===== config.mk =====
export PLATFORM = sky130hd
export DESIGN_NAME = best_fit_block_allocator
export DESIGN_NICKNAME = d
export VERILOG_FILES = /design/src/hdl/bfa_pkg.sv /design/src/hdl/bfa_ram.sv /design/src/hdl/bfa_ctrl.sv /design/src/hdl/bfa_datapath.sv /design/src/hdl/best_fit_block_allocator.sv
export SDC_FILE = /design/constraint.sdc
export NUM_CORES = 1
export LEC_CHECK = 0
export BUFFER_PORTS_ARGS = -buffer_cell sky130_fd_sc_hd__clkbuf_2
export CAP_MARGIN = 20
export CELL_PAD_IN_SITES_DETAIL_PLACEMENT = 2
export CELL_PAD_IN_SITES_GLOBAL_PLACEMENT = 2
export CORE_AREA = 2 2 124 246
export CTS_BUF_LIST = sky130_fd_sc_hd__clkbuf_2 sky130_fd_sc_hd__clkbuf_4 sky130_fd_sc_hd__clkbuf_8
export CTS_CLUSTER_SIZE = 30
export DETAILED_ROUTE_END_ITERATION = 12
export DIE_AREA = 0 0 126 248
export PLACE_DENSITY_LB_ADDON = 0.1
export SLEW_MARGIN = 20
export SYNTH_ARGS = -nofsm -noshare
export SYNTH_HDL_FRONTEND = slang
export SYNTH_SLANG_ARGS = --single-unit

===== constraint.sdc =====
create_clock -name aclk -period 10.6 [get_ports aclk]
set_input_delay 0.53 -clock aclk [delete_from_list [all_inputs] [get_ports aclk]]
set_output_delay 0.53 -clock aclk [all_outputs]
set_load 0.01 [all_outputs]

===== src/hdl/bfa_pkg.sv =====
// bfa_pkg: shared types and constants for the best-fit block allocator
// used by bfa_ctrl, bfa_datapath and best_fit_block_allocator
// no dependencies
package bfa_pkg;

    // defaults for the top level parameters
    localparam int NUM_BLOCKS_DEF = 16;
    localparam int SIZE_WIDTH_DEF = 16;

    // fixed port field widths
    localparam int SLOT_W     = 4;
    localparam int AMOUNT_W   = 16;
    localparam int LEFTOVER_W = 16;

    // operation codes
    localparam logic OP_LOAD    = 1'b0;
    localparam logic OP_REQUEST = 1'b1;

    typedef enum logic [1:0] {
        ST_IDLE,
        ST_SCAN,
        ST_DRAIN,
        ST_FINISH
    } bfa_state_t;

    // controller to datapath
    typedef struct packed {
        logic load_wr;
        logic scan_start;
        logic scan_step;
        logic commit;
    } bfa_cmd_t;

    // datapath to controller
    typedef struct packed {
        logic issue_last;
        logic out_free;
    } bfa_sts_t;

endpackage


===== src/hdl/bfa_ram.sv =====
// bfa_ram: generic single write port, single read port RAM with registered read
// no dependencies
module bfa_ram #(
    parameter int WIDTH = 16,
    parameter int DEPTH = 16
) (
    input  logic                     aclk,
    input  logic                     wr_en,
    input  logic [$clog2(DEPTH)-1:0] wr_addr,
    input  logic [WIDTH-1:0]         wr_data,
    input  logic [$clog2(DEPTH)-1:0] rd_addr,
    output logic [WIDTH-1:0]         rd_data
);

    logic [WIDTH-1:0] mem [DEPTH];
    logic [WIDTH-1:0] rd_data_reg;

    always_ff @(posedge aclk) begin
        if (wr_en) begin
            mem[wr_addr] <= wr_data;
        end
        rd_data_reg <= mem[rd_addr];
    end

    assign rd_data = rd_data_reg;

endmodule


===== src/hdl/bfa_ctrl.sv =====
// bfa_ctrl: sequencer for loads and best-fit scans
// depends on bfa_pkg
module bfa_ctrl (
    input  logic              aclk,
    input  logic              aresetn,
    input  logic              s_valid,
    output logic              s_ready,
    input  logic              s_operation,
    input  bfa_pkg::bfa_sts_t sts,
    output bfa_pkg::bfa_cmd_t cmd
);

    bfa_pkg::bfa_state_t state_reg, state_next;

    always_ff @(posedge aclk) begin
        if (!aresetn) begin
            state_reg <= bfa_pkg::ST_IDLE;
        end else begin
            state_reg <= state_next;
        end
    end

    // s_ready is high throughout idle, so s_valid alone marks an accepted beat there
    always_comb begin
        state_next = state_reg;
        case (state_reg)
            bfa_pkg::ST_IDLE: begin
                if (s_valid && s_operation == bfa_pkg::OP_REQUEST) begin
                    state_next = bfa_pkg::ST_SCAN;
                end
            end
            bfa_pkg::ST_SCAN: begin
                if (sts.issue_last) begin
                    state_next = bfa_pkg::ST_DRAIN;
                end
            end
            bfa_pkg::ST_DRAIN: begin
                state_next = bfa_pkg::ST_FINISH;
            end
            bfa_pkg::ST_FINISH: begin
                if (sts.out_free) begin
                    state_next = bfa_pkg::ST_IDLE;
                end
            end
            default: begin
                state_next = bfa_pkg::ST_IDLE;
            end
        endcase
    end

    always_comb begin
        s_ready        = 1'b0;
        cmd.load_wr    = 1'b0;
        cmd.scan_start = 1'b0;
        cmd.scan_step  = 1'b0;
        cmd.commit     = 1'b0;
        case (state_reg)
            bfa_pkg::ST_IDLE: begin
                s_ready        = 1'b1;
                cmd.load_wr    = s_valid && s_operation == bfa_pkg::OP_LOAD;
                cmd.scan_start = s_valid && s_operation == bfa_pkg::OP_REQUEST;
            end
            bfa_pkg::ST_SCAN: begin
                cmd.scan_step = 1'b1;
            end
            bfa_pkg::ST_DRAIN: begin
            end
            bfa_pkg::ST_FINISH: begin
                cmd.commit = sts.out_free;
            end
            default: begin
            end
        endcase
    end

endmodule


===== src/hdl/bfa_datapath.sv =====
// bfa_datapath: block size RAM, loaded/taken flags, scan compare and result register
// depends on bfa_pkg and bfa_ram
module bfa_datapath #(
    parameter int NUM_BLOCKS = bfa_pkg::NUM_BLOCKS_DEF,
    parameter int SIZE_WIDTH = bfa_pkg::SIZE_WIDTH_DEF
) (
    input  logic                           aclk,
    input  logic                           aresetn,
    input  bfa_pkg::bfa_cmd_t              cmd,
    output bfa_pkg::bfa_sts_t              sts,
    input  logic [bfa_pkg::SLOT_W-1:0]     s_block_slot,
    input  logic [bfa_pkg::AMOUNT_W-1:0]   s_amount,
    output logic                           m_valid,
    input  logic                           m_ready,
    output logic                           m_granted,
    output logic [bfa_pkg::SLOT_W-1:0]     m_chosen_block,
    output logic [bfa_pkg::LEFTOVER_W-1:0] m_leftover
);

    localparam int IDX_W = $clog2(NUM_BLOCKS);
    localparam logic [IDX_W-1:0] LAST_IDX = IDX_W'(NUM_BLOCKS - 1);

    logic [NUM_BLOCKS-1:0] loaded_reg, taken_reg;
    logic [IDX_W-1:0]      scan_idx_reg, cmp_idx_reg, best_idx_reg;
    logic                  cmp_valid_reg, found_reg;
    logic [SIZE_WIDTH-1:0] req_reg, best_size_reg;
    logic [SIZE_WIDTH-1:0] rd_data, load_size;
    logic [IDX_W-1:0]      slot_idx;
    logic                  slot_ok, cand, out_free;

    logic                           m_valid_reg, m_granted_reg;
    logic [bfa_pkg::SLOT_W-1:0]     m_chosen_reg;
    logic [bfa_pkg::LEFTOVER_W-1:0] m_leftover_reg;

    assign slot_idx  = IDX_W'(s_block_slot);
    assign slot_ok   = 32'(s_block_slot) < 32'(NUM_BLOCKS);
    assign load_size = SIZE_WIDTH'(s_amount);

    bfa_ram #(
        .WIDTH(SIZE_WIDTH),
        .DEPTH(NUM_BLOCKS)
    ) u_size_ram (
        .aclk   (aclk),
        .wr_en  (cmd.load_wr && slot_ok),
        .wr_addr(slot_idx),
        .wr_data(load_size),
        .rd_addr(scan_idx_reg),
        .rd_data(rd_data)
    );

    // rd_data belongs to cmp_idx_reg, which holds the address issued in the previous cycle
    assign cand = cmp_valid_reg && loaded_reg[cmp_idx_reg] && !taken_reg[cmp_idx_reg]
                  && rd_data >= req_reg && (!found_reg || rd_data < best_size_reg);

    assign out_free       = !m_valid_reg || m_ready;
    assign sts.out_free   = out_free;
    assign sts.issue_last = scan_idx_reg == LAST_IDX;

    always_ff @(posedge aclk) begin
        if (cmd.scan_start) begin
            scan_idx_reg <= '0;
            req_reg      <= SIZE_WIDTH'(s_amount);
        end else if (cmd.scan_step) begin
            scan_idx_reg <= scan_idx_reg + 1'b1;
        end
        cmp_idx_reg <= scan_idx_reg;
        if (cmd.scan_start) begin
            found_reg <= 1'b0;
        end else if (cand) begin
            found_reg     <= 1'b1;
            best_idx_reg  <= cmp_idx_reg;
            best_size_reg <= rd_data;
        end
    end

    always_ff @(posedge aclk) begin
        if (!aresetn) begin
            cmp_valid_reg <= 1'b0;
            loaded_reg    <= '0;
            taken_reg     <= '0;
            m_valid_reg   <= 1'b0;
        end else begin
            cmp_valid_reg <= cmd.scan_step;
            if (cmd.load_wr && slot_ok) begin
                loaded_reg[slot_idx] <= 1'b1;
                taken_reg[slot_idx]  <= 1'b0;
            end else if (cmd.commit && found_reg) begin
                taken_reg[best_idx_reg] <= 1'b1;
            end
            if (cmd.commit) begin
                m_valid_reg <= 1'b1;
            end else if (m_ready) begin
                m_valid_reg <= 1'b0;
            end
        end
    end

    always_ff @(posedge aclk) begin
        if (cmd.commit) begin
            m_granted_reg <= found_reg;
            if (found_reg) begin
                m_chosen_reg   <= bfa_pkg::SLOT_W'(best_idx_reg);
                m_leftover_reg <= bfa_pkg::LEFTOVER_W'(best_size_reg - req_reg);
            end else begin
                m_chosen_reg   <= '0;
                m_leftover_reg <= '0;
            end
        end
    end

    assign m_valid        = m_valid_reg;
    assign m_granted      = m_granted_reg;
    assign m_chosen_block = m_chosen_reg;
    assign m_leftover     = m_leftover_reg;

endmodule


===== src/hdl/best_fit_block_allocator.sv =====
// best_fit_block_allocator: top level of the best-fit block allocator
// depends on bfa_pkg, bfa_ctrl, bfa_datapath (and bfa_ram below it)
//
// Input channel s_*: s_operation selects a load (block size into slot
// s_block_slot) or an allocation request for s_amount. A load is written
// straight from idle and gives no result beat; loads can be accepted on
// consecutive cycles. A load to a slot at or above NUM_BLOCKS is dropped.
// A request scans all slots through the size RAM, one slot per cycle, and
// picks the smallest free loaded block that fits (lowest slot on a tie).
// The scan state issues each slot address, the drain state compares the
// last slot, and the finish state commits the result to m_*; s_ready is
// low until then, so no new item is taken while a request is in flight.
// The result sits in an output register: while the receiver stalls, loads
// are still accepted, and a following request scans but holds its commit
// until the pending result beat is taken.
// Reset (aresetn low, synchronous) marks every slot unloaded and free and
// empties the output register; block sizes are not cleared, since an
// unloaded slot is never chosen.
module best_fit_block_allocator #(
    parameter int NUM_BLOCKS = bfa_pkg::NUM_BLOCKS_DEF,
    parameter int SIZE_WIDTH = bfa_pkg::SIZE_WIDTH_DEF
) (
    input  logic                           aclk,
    input  logic                           aresetn,
    input  logic                           s_valid,
    output logic                           s_ready,
    input  logic                           s_operation,
    input  logic [bfa_pkg::SLOT_W-1:0]     s_block_slot,
    input  logic [bfa_pkg::AMOUNT_W-1:0]   s_amount,
    output logic                           m_valid,
    input  logic                           m_ready,
    output logic                           m_granted,
    output logic [bfa_pkg::SLOT_W-1:0]     m_chosen_block,
    output logic [bfa_pkg::LEFTOVER_W-1:0] m_leftover
);

    bfa_pkg::bfa_cmd_t cmd;
    bfa_pkg::bfa_sts_t sts;

    bfa_ctrl u_ctrl (
        .aclk       (aclk),
        .aresetn    (aresetn),
        .s_valid    (s_valid),
        .s_ready    (s_ready),
        .s_operation(s_operation),
        .sts        (sts),
        .cmd        (cmd)
    );

    bfa_datapath #(
        .NUM_BLOCKS(NUM_BLOCKS),
        .SIZE_WIDTH(SIZE_WIDTH)
    ) u_datapath (
        .aclk          (aclk),
        .aresetn       (aresetn),
        .cmd           (cmd),
        .sts           (sts),
        .s_block_slot  (s_block_slot),
        .s_amount      (s_amount),
        .m_valid       (m_valid),
        .m_ready       (m_ready),
        .m_granted     (m_granted),
        .m_chosen_block(m_chosen_block),
        .m_leftover    (m_leftover)
    );

endmodule

==> flow_summary.ini, run 1 <==
[outcome]
status = finished clean

[clock_network]
clkLatencyLatePin_ps = 620
cts_buffer_depth = 3
cts_hold_buffers = 0
cts-buffers-inserted = 52
htreeDepth = 2
clockRootBuffer = clkbuf_8
path_clk_slew_ps = 70
cts_resized = 0
cts_setup_buffers = 0
cts_tree = done
clock-sinks = 374

[timing]
setup_ws_ps = 7370
fin_skew_ps = 25.3
worst_slew_pin_slew_ps = 1110
slew_headroom_pct = 25.5
finalCritPeriodShare_pct = 30.5
finalSetupTns_ps = 0
period_minus_slack_ps = 3230
setup_violations = 0
hold_viol = 0
fmax_ghz = 0.309
drv_slew = 0
rsz0062_at_grt = no
hold_slack_ps = 287

[setup_path]
worst-setup-path-type = register to register
cp.arrival_ps = 3530
startpoint_type = register
crit_slowest_cell = a211oi_2
required_ps = 10900
crit_family = compound AO/OA/AOI/OAI gates
critPathCaptureType = register
cp_num_buf_inv = 2
crit_chain = inv_1 > ha_1 > nand4_1 > nor2_1 > o31ai_1 > a221oi_1 > o221ai_1 > a211oi_2 > buf_4
cp_max_fo = 12
crit_path_max_incr_delay_ps = 730

[floorplanning]
start_util_pct = 52.0
rows = 89
fp.coreArea_sq_um = 29400
pin_count = 48
die_height_microns = 248
die_area_sq_um = 31200
die_w_microns = 126

[logic_synthesis]
syn_area_per_cell_sq_um = 17.5
synth_top_area_cell = edfxtp_1
synthDistinctLibCells = 63
synth_top_cell_area_share_pct = 61.5
synth_area_leaders = edfxtp_1 (62%), mux4_2 (9.9%), dfxtp_1 (8.0%)
synth_cells = 875
synth_most_common_cell = edfxtp_1
synthTopCellsByCount = edfxtp_1 (313), mux4_2 (67), dfxtp_1 (61)
seq_area_frac_synth_pct = 69.5
synth_flop_cell = edfxtp_1
syn_area_sq_um = 15300
synth_edf_count = 313
async_flop_share_pct = 0
ys_ff_latch = 374
synth_nets = 952
synth_warnings = 0

[grt]
gr-usage-all-layers_pct = 28.1
grt_pass1_vias = 9619
grt_pass1_wl_microns = 63300
overflow = 0
antenna_found_initial = 1
grt_max_degree = 68

[drt]
via_count = 8489
drtAntennaViolNets = 0
drt-initial-drc-count = 589
drt-total-wl_microns = 42900
drc = 0
vias_per_cell = 6.17
routedWlPerCell_microns = 31.2
dr.pass1.iters = 5

[finish]
largest_reg_flops = 256
drive_gt1_share_pct = 23.4
nets = 1045
final_area_sq_um = 17000
fin_cells = 1376
largest_register = u_datapath.u_size_ram.mem
syn_to_final_growth_pct = 11.4
final_util_pct = 57.9
fillCellCount = 2460

[flow_run]
cap_violations = 0

[min_path]
hold_class = primary input to register

[placement]
dp_hpwl_microns = 26200
io_buffers = 47
place_ws_ps = 7390
placed_cells = 1278
placed_area_sq_um = 16000
place.gp.congestion = 0.857

[power]
pwr_density_cell_nw_per_um2 = 221
p_leak_nw = 5.89
power_mw = 3.76
ir_drop_mv = 0.147
==> layout make-up <==
class / instances / area, sq um / area share, %
antenna: 1 / 2.50 / 0.0147
clock buffer: 61 / 790 / 4.64
clock inverter: 36 / 265 / 1.56
inverter: 48 / 180 / 1.06
multi-input combinational: 425 / 4320 / 25.4
sequential: 374 / 10600 / 62.4
tap: 364 / 455 / 2.68
timing repair buffer: 67 / 385 / 2.26
==> final timing paths <==
check	start	cells past startpoint	slack, ps	to
worst max-delay path	u_datapath.req_reg[5]	9	7370	u_datapath.best_idx_reg[3]
worst min-delay path	m_ready	3	290	u_datapath.m_valid
worst max register to register	u_datapath.req_reg[5]	9	7370	u_datapath.best_idx_reg[3]
worst min register to register	u_datapath.scan_idx_reg[3]	0	460	u_datapath.cmp_idx_reg[3]
==> per-layer routing <==
layer / track usage (%) / up-vias / part of all wire [%] / wire length [microns]
met4: 10.7 / 0 / 3.3 / 1420
li1: - / 3645 / - / -
met5: 0 / - / 0 / 0
met3: 4.27 / 93 / 4.4 / 1900
met2: 52.5 / 286 / 55 / 23700
met1: 32.4 / 4465 / 37 / 15900
==> worst register-to-register path, stage by stage, from the launching register on <==
cell and delay, ps:
edfxtp_1 380, inv_1 90, ha_1 300, nand4_1 150, nor2_1 140, o31ai_1 140, a221oi_1 380, o221ai_1 260
a211oi_2 730, buf_4 350
==> layout by cell type, fill, tap and decap left out, drive strengths merged, types with 4 or more instances in the layout <==
cell type  netlist  layout
o21a            21      21
mux2i            5       5
nand3            8       8
nor3            11      11
a21boi          10      10
nor2b           11      11
inv             48      48
nand3b           4       4
nand2           35      35
dfxtp           61      61
nor2            43      43
bufinv           0       4
nand2b          13      13
a21o            13      13
mux4            80      80
clkinv           0      30
o21ai           20      20
nor3b            6       6
xnor2            7       7
edfxtp         313     313
and2            10      10
ha              51      51
buf             17      20
clkbuf          11     108
nand4            8       8
a21oi           24      24
==> where the power goes <==
| group | total (mW) | internal, mW | leakage [nW] | switching, mW |
|---|---|---|---|---|
| Clock | 1.17 | 0.596 | 0.555 | 0.570 |
| Sequential | 1.79 | 1.69 | 3.33 | 0.101 |
| Combinational | 0.802 | 0.371 | 2.01 | 0.431 |
| Total | 3.76 | 2.66 | 5.89 | 1.10 |
==> logic make-up (layout without fill, tap and decap cells) <==
group | after synthesis | in the layout | share of synthesized area, %
AO/OA/AOI/OAI | 120 | 120 | 5.34
XOR/XNOR | 10 | 10 | 0.573
adder cells (fa/ha/maj) | 52 | 52 | 4.31
buffers and inverters | 76 | 212 | 2.63
flip-flops | 374 | 374 | 69.5
multiplexers | 85 | 85 | 12.4
other | 0 | 1 | 0
AND/OR/NAND/NOR | 158 | 158 | 5.19
No activity file was read; power rests on OpenSTA's default activity.
==> run 2: changes to the inputs <==
--- a/config.mk
+++ b/config.mk
@@ -9,11 +9,11 @@
 export CAP_MARGIN = 20
 export CELL_PAD_IN_SITES_DETAIL_PLACEMENT = 2
 export CELL_PAD_IN_SITES_GLOBAL_PLACEMENT = 2
-export CORE_AREA = 2 2 124 246
+export CORE_AREA = 2 2 135 269
 export CTS_BUF_LIST = sky130_fd_sc_hd__clkbuf_2 sky130_fd_sc_hd__clkbuf_4 sky130_fd_sc_hd__clkbuf_8
 export CTS_CLUSTER_SIZE = 30
 export DETAILED_ROUTE_END_ITERATION = 12
-export DIE_AREA = 0 0 126 248
+export DIE_AREA = 0 0 137 271
 export PLACE_DENSITY_LB_ADDON = 0.1
 export SLEW_MARGIN = 20
 export SYNTH_ARGS = -nofsm -noshare
==> constraint.sdc (replaced) <==
create_clock -name aclk -period 2.9 [get_ports aclk]
set_input_delay 0.145 -clock aclk [delete_from_list [all_inputs] [get_ports aclk]]
set_output_delay 0.145 -clock aclk [all_outputs]
set_load 0.01 [all_outputs]
==> run 2 against run 1 <==
Net effect: hold slack worse by 240 ps; power rose to 3.6 times the previous value; global-route usage down 5.9 points; maximum frequency up 19%; first-iteration DRC count is 23% lower; die area grew 19%; register-to-register slack worse by 7200 ps; combinational power increased to 3.7 times the previous value; design area grew 2.3%; non-clock buffer count increased by 25; core utilization down 8.1 points; final cell count rose by 7.6%.
==> flow_summary.ini, run 2 (synthesis results as in run 1) <==
[drt]
drt-initial-drc-count = 454
via_count = 8302
routedWlPerCell_microns = 26.9
vias_per_cell = 5.61
drtAntennaViolNets = 0
drc = 0
dr.pass1.iters = 4
drt-total-wl_microns = 39800

[power]
p_leak_nw = 6.05
pwr_density_cell_nw_per_um2 = 788
ir_drop_mv = 0.424
power_mw = 13.7

[clock_network]
htreeDepth = 2
cts_setup_buffers = 0
cts_buffer_depth = 3
clkLatencyLatePin_ps = 630
path_clk_slew_ps = 70
clockRootBuffer = clkbuf_8
cts_tree = done
cts-buffers-inserted = 52
clock-sinks = 374

[floorplanning]
rows = 97
fp.coreArea_sq_um = 35000
die_height_microns = 271
die_w_microns = 137
start_util_pct = 43.7
die_area_sq_um = 37100
pin_count = 48

[finish]
final_common_cell = edfxtp_1
largest_reg_flops = 256
multi_input_area_sq_um = 4310
layout_common_cells = edfxtp_1 (313), mux4_2 (67), clkbuf_8 (61)
final_area_sq_um = 17400
final_util_pct = 49.8
syn_to_final_growth_pct = 14.0
fillCellCount = 3173
nets = 1070
drive_gt1_share_pct = 24.4
largest_register = u_datapath.u_size_ram.mem
seqCellArea_sq_um = 10600
fin_cells = 1481

[timing]
setup_violations = 0
slew_headroom_pct = 53.1
finalCritPeriodShare_pct = 93.7
fmax_ghz = 0.368
period_minus_slack_ps = 2720
hold_viol = 0
drv_slew = 0
worst_slew_pin_slew_ps = 703
fin_skew_ps = 33.5
hold_slack_ps = 45.0
finalSetupTns_ps = 0
setup_ws_ps = 182

[placement]
place.gp.congestion = 0.795
placed_cells = 1369
dp_hpwl_microns = 25900
io_buffers = 47
placed_area_sq_um = 16200
place_ws_ps = 60.8

[outcome]
status = finished clean

[setup_path]
required_ps = 3200
crit_path_max_incr_delay_ps = 590
worstReg2RegStart = u_datapath.cmp_idx_reg[0]
startpoint_type = register
timing.critical_path.from = u_datapath.cmp_idx_reg[0]
crit_chain = nand3b_1 > o311ai_1 > a21oi_1 > a2111oi_1 > buf_4 > o221ai_1 > a211oi_2 > buf_4
worst-setup-path-type = register to register
crit_slowest_cell = dfxtp_1
critPathCaptureType = register
crit_top_cell = buf_4
cp_max_fo = 12
cp.arrival_ps = 3020

[flow_run]
cap_violations = 0

[grt]
grt_pass1_vias = 9561
grt_pass1_wl_microns = 59600
overflow = 0
antenna_found_initial = 1
grt_max_degree = 44
gr-usage-all-layers_pct = 22.2

[min_path]
min_from = s_amount[9]
hold_class = primary input to register
## run 2: cell count changes in the layout (fill, tap and decap cells not counted), moves of 2 or more
cell           delta
buf_12            +4
clkinv_1          -8
buf_4             +6
clkbuf_4          +8
bufinv_16         -3
clkbuf_8          +8
nor2_4            -2
clkinv_2          -6
dlygate4sd3_1    +15
## run 2: power by group
| part | switching (mW) | leakage, nW | internal [mW] |
|---|---|---|---|
| registers | 0.359 | 3.33 | 6.19 |
| clock network | 2.03 | 0.575 | 2.21 |
| logic | 1.49 | 2.14 | 1.44 |
## run 2: layer usage
layer	vias to the layer above	part of all wire [%]	global-route usage [%]
met5	-	0	0
met3	86	3.0	2.96
li1	3692	-	-
met4	0	3.3	7.81
met1	4364	37	24.6
met2	160	57	42.3
## run 2: timing repair
item,CTS,global route
resized for setup,0,1
setup endpoints to repair,0,20
hold buffers,15,0
endpoints found under the hold margin,222,0
## run 2: path summary, 6_finish.rpt
path                                     endpoint  slack, ps  cells past startpoint
hold reg to reg         u_datapath.cmp_idx_reg[3]        380                      0
setup reg to reg     u_datapath.best_size_reg[12]        180                      8
hold / removal    u_datapath.u_size_ram.mem[8][9]         40                      1
setup / recovery     u_datapath.best_size_reg[12]        180                      8
## run 2: cell type report
class	count	share of cell area, %
inverters	48	1.03
well taps	445	3.20
flip-flops and latches	374	61.0
clock buffers	77	5.51
multi-input cells	425	24.8
repair buffers	92	3.79
diodes	1	0.0144
clock inverters	19	0.668
## run 2: critical path, delay by kind of cell, from the launching register on
family	cells	cell delay (ps)
compound gates	5	1230
buf+inv	2	450
flops	1	590
simple gates	1	140
==> run 3: changes to the inputs <==
--- a/config.mk
+++ b/config.mk
@@ -18,4 +18,5 @@
 export SLEW_MARGIN = 20
 export SYNTH_ARGS = -nofsm -noshare
 export SYNTH_HDL_FRONTEND = slang
+export SYNTH_HIERARCHICAL = 1
 export SYNTH_SLANG_ARGS = --single-unit
==> run 3 against run 2 <==
Net effect: clock power rose by 11%; hold slack got worse by 19 ps; combinational power fell by 3%; final cell count rose by 4.3%; die area did not move; maximum frequency fell by 1.1%; via count rose by 4.1%; sequential power fell by 2%; wire length rose by 5.4%; design area rose by 1.7%; largest power group unchanged; highest routed layer unchanged.
==> flow_summary.ini, run 3 <==
[power]
sw_frac_of_total_pct = 27.8
ir_drop_mv = 0.642
power.switching_mw = 3.89
combPwrFrac_pct = 20.3
p_leak_nw = 6.19
p_int_mw = 10.1
pwr_density_cell_nw_per_um2 = 790
power_frac_seq_pct = 46.0
clkPwrFrac_pct = 33.7
power_mw = 14.0

[timing]
drv_slew = 0
hold_viol = 0
slew_headroom_pct = 26.9
setup_violations = 0
period_minus_slack_ps = 2750
setup_ws_ps = 153
fmax_ghz = 0.364
finalSetupTns_ps = 0
fin_skew_ps = 37.3
rsz0062_at_grt = no
finalCritPeriodShare_pct = 94.7
worst_slew_pin_slew_ps = 1080

[clock_network]
cts_resized = 0
cts-buffers-inserted = 52
clockRootBuffer = clkbuf_8
clock-sinks = 374
cts_buffer_depth = 3
cts_tree = done
clkLatencyLatePin_ps = 610
htreeDepth = 2
path_clk_slew_ps = 70

[grt]
antenna_found_initial = 1
grt_pass1_wl_microns = 62900
gr-usage-all-layers_pct = 23.6
overflow = 0
grt_pass1_vias = 9979
grt_max_degree = 69

[setup_path]
crit_slowest_cell = or3_1
rrSetupSlack_ps = 150
r2r-end = u_datapath/best_idx_reg[3]
crit_path_max_incr_delay_ps = 390
required_ps = 3170
crit_family = simple AND/OR/NAND/NOR gates
cp_max_fo = 12
startpoint_type = register
crit_chain = inv_1 > ha_1 > nand3_1 > or3_1 > o211ai_1 > nand4_1 > a211oi_4 > buf_4
worst-setup-path-type = register to register
cp.arrival_ps = 3020
r2r_cells = 8
critPathCaptureType = register
worstReg2RegStart = u_datapath/req_reg[10]
cp_num_buf_inv = 2

[logic_synthesis]
synth_area_leaders = edfxtp_1 (61%), dfxtp_1 (8.0%), mux4_2 (7.9%)
synth_top_area_cell = edfxtp_1
synth_most_common_cell = edfxtp_1
async_flop_share_pct = 0
synth_nets = 1015
seq_area_frac_synth_pct = 69.3
synthTopCellsByCount = edfxtp_1 (313), dfxtp_1 (61), nand2_1 (57)
synth_cells = 937
synth_flop_cell = edfxtp_1
synthDistinctLibCells = 62
synth_warnings = 6
syn_area_per_cell_sq_um = 16.4
synth_edf_count = 313
synth_top_cell_area_share_pct = 61.3
ys_ff_latch = 374
syn_area_sq_um = 15300

[floorplanning]
rows = 97
die_area_sq_um = 37100
pin_count = 48
start_util_pct = 43.8
fp.coreArea_sq_um = 35000
die_w_microns = 137
die_height_microns = 271

[flow_run]
cap_violations = 0

[drt]
drc = 0
via_count = 8644
routedWlPerCell_microns = 27.2
drt-total-wl_microns = 41900
drt-initial-drc-count = 489
dr.pass1.iters = 6
vias_per_cell = 5.60
drtAntennaViolNets = 0

[finish]
final_area_sq_um = 17700
final_util_pct = 50.7
multi_input_area_sq_um = 4430
largest_reg_flops = 256
nets = 1134
drive_gt1_share_pct = 23.1
layout_common_cells = edfxtp_1 (313), dfxtp_1 (59), clkbuf_8 (57), nand2_1 (57), mux4_2 (54)
seqCellArea_sq_um = 10600
fillCellCount = 3192
largest_register = u_datapath/u_size_ram/mem
syn_to_final_growth_pct = 15.6
final_common_cell = edfxtp_1

[placement]
place.gp.congestion = 0.761
placed_area_sq_um = 16400
place_ws_ps = 107
dp_hpwl_microns = 27700
io_buffers = 47

[min_path]
worstHoldEndpoint = u_datapath/u_size_ram/mem[9][10]
whs_path_depth = 1
min_from = s_amount[10]
hold_class = primary input to register

[outcome]
status = finished clean
-- run 3: power groups by stage --
| stage | logic [mW] | clock network, mW | registers, mW |
|---|---|---|---|
| 2_1_floorplan | 1.99 | 0 | 6.40 |
| 3_3_place_gp | 2.81 | 0 | 6.54 |
| 3_5_place_dp | 2.90 | 0 | 6.57 |
| 4_1_cts | 2.93 | 4.84 | 6.45 |
| 5_1_grt | 3.12 | 5.05 | 6.48 |
| 6_report | 2.84 | 4.71 | 6.44 |
-- run 3: repair_timing --
action / CTS / global route
setup buffers: 0 / 0
hold buffers: 14 / 0
endpoints found under the hold margin: 180 / 0
-- run 3: final cells by class --
cell class | count | share of cell area, %
antenna | 1 | 0.0141
clock buffer | 67 | 4.85
clock inverter | 29 | 1.96
inverter | 47 | 0.996
multi-input combinational | 485 | 25.0
sequential | 374 | 60.0
tap | 445 | 3.14
timing repair buffer | 96 | 4.03
-- run 3: worst max path at each step --
| stage | start | end | depth (start not counted) |
|---|---|---|---|
| floorplan | u_ctrl/state_reg[0] | u_datapath/u_size_ram/mem[4][0] | 6 |
| global placement | u_datapath/req_reg[1] | u_datapath/best_idx_reg[2] | 8 |
| detailed placement | u_datapath/req_reg[10] | u_datapath/best_size_reg[0] | 8 |
| CTS | u_datapath/req_reg[10] | u_datapath/best_idx_reg[3] | 8 |
| global route | u_datapath/req_reg[9] | u_datapath/best_idx_reg[2] | 8 |
| finish | u_datapath/req_reg[10] | u_datapath/best_idx_reg[3] | 8 |
-- run 3: layer usage --
layer | GRT usage [%] | vias to the layer above | part of all wire, %
li1 | - | 3888 | -
met1 | 24.1 | 4484 | 34
met2 | 47.1 | 186 | 60
met3 | 2.79 | 86 | 2.8
met4 | 8.52 | 0 | 3.4
met5 | 0 | - | 0
-- run 3: kinds of logic after synthesis --
logic type	count (synthesis)	synth area share [%]
buffers and inverters	78	2.22
muxes	68	9.91
DFF	374	69.3
and+or+nand+nor	200	6.47
AOI/OAI and AO/OA	151	6.99
adders and majority gates	53	4.38
xor gates and xnor gates	13	0.743
-- run 3: metrics by stage --
step	cells	hold WS [ps]
3_5_place_dp	1433	428
4_1_cts	1543	4.39
3_3_place_gp	1433	429
2_1_floorplan	937	244
5_1_grt	1544	27.1
6_report	1544	25.8
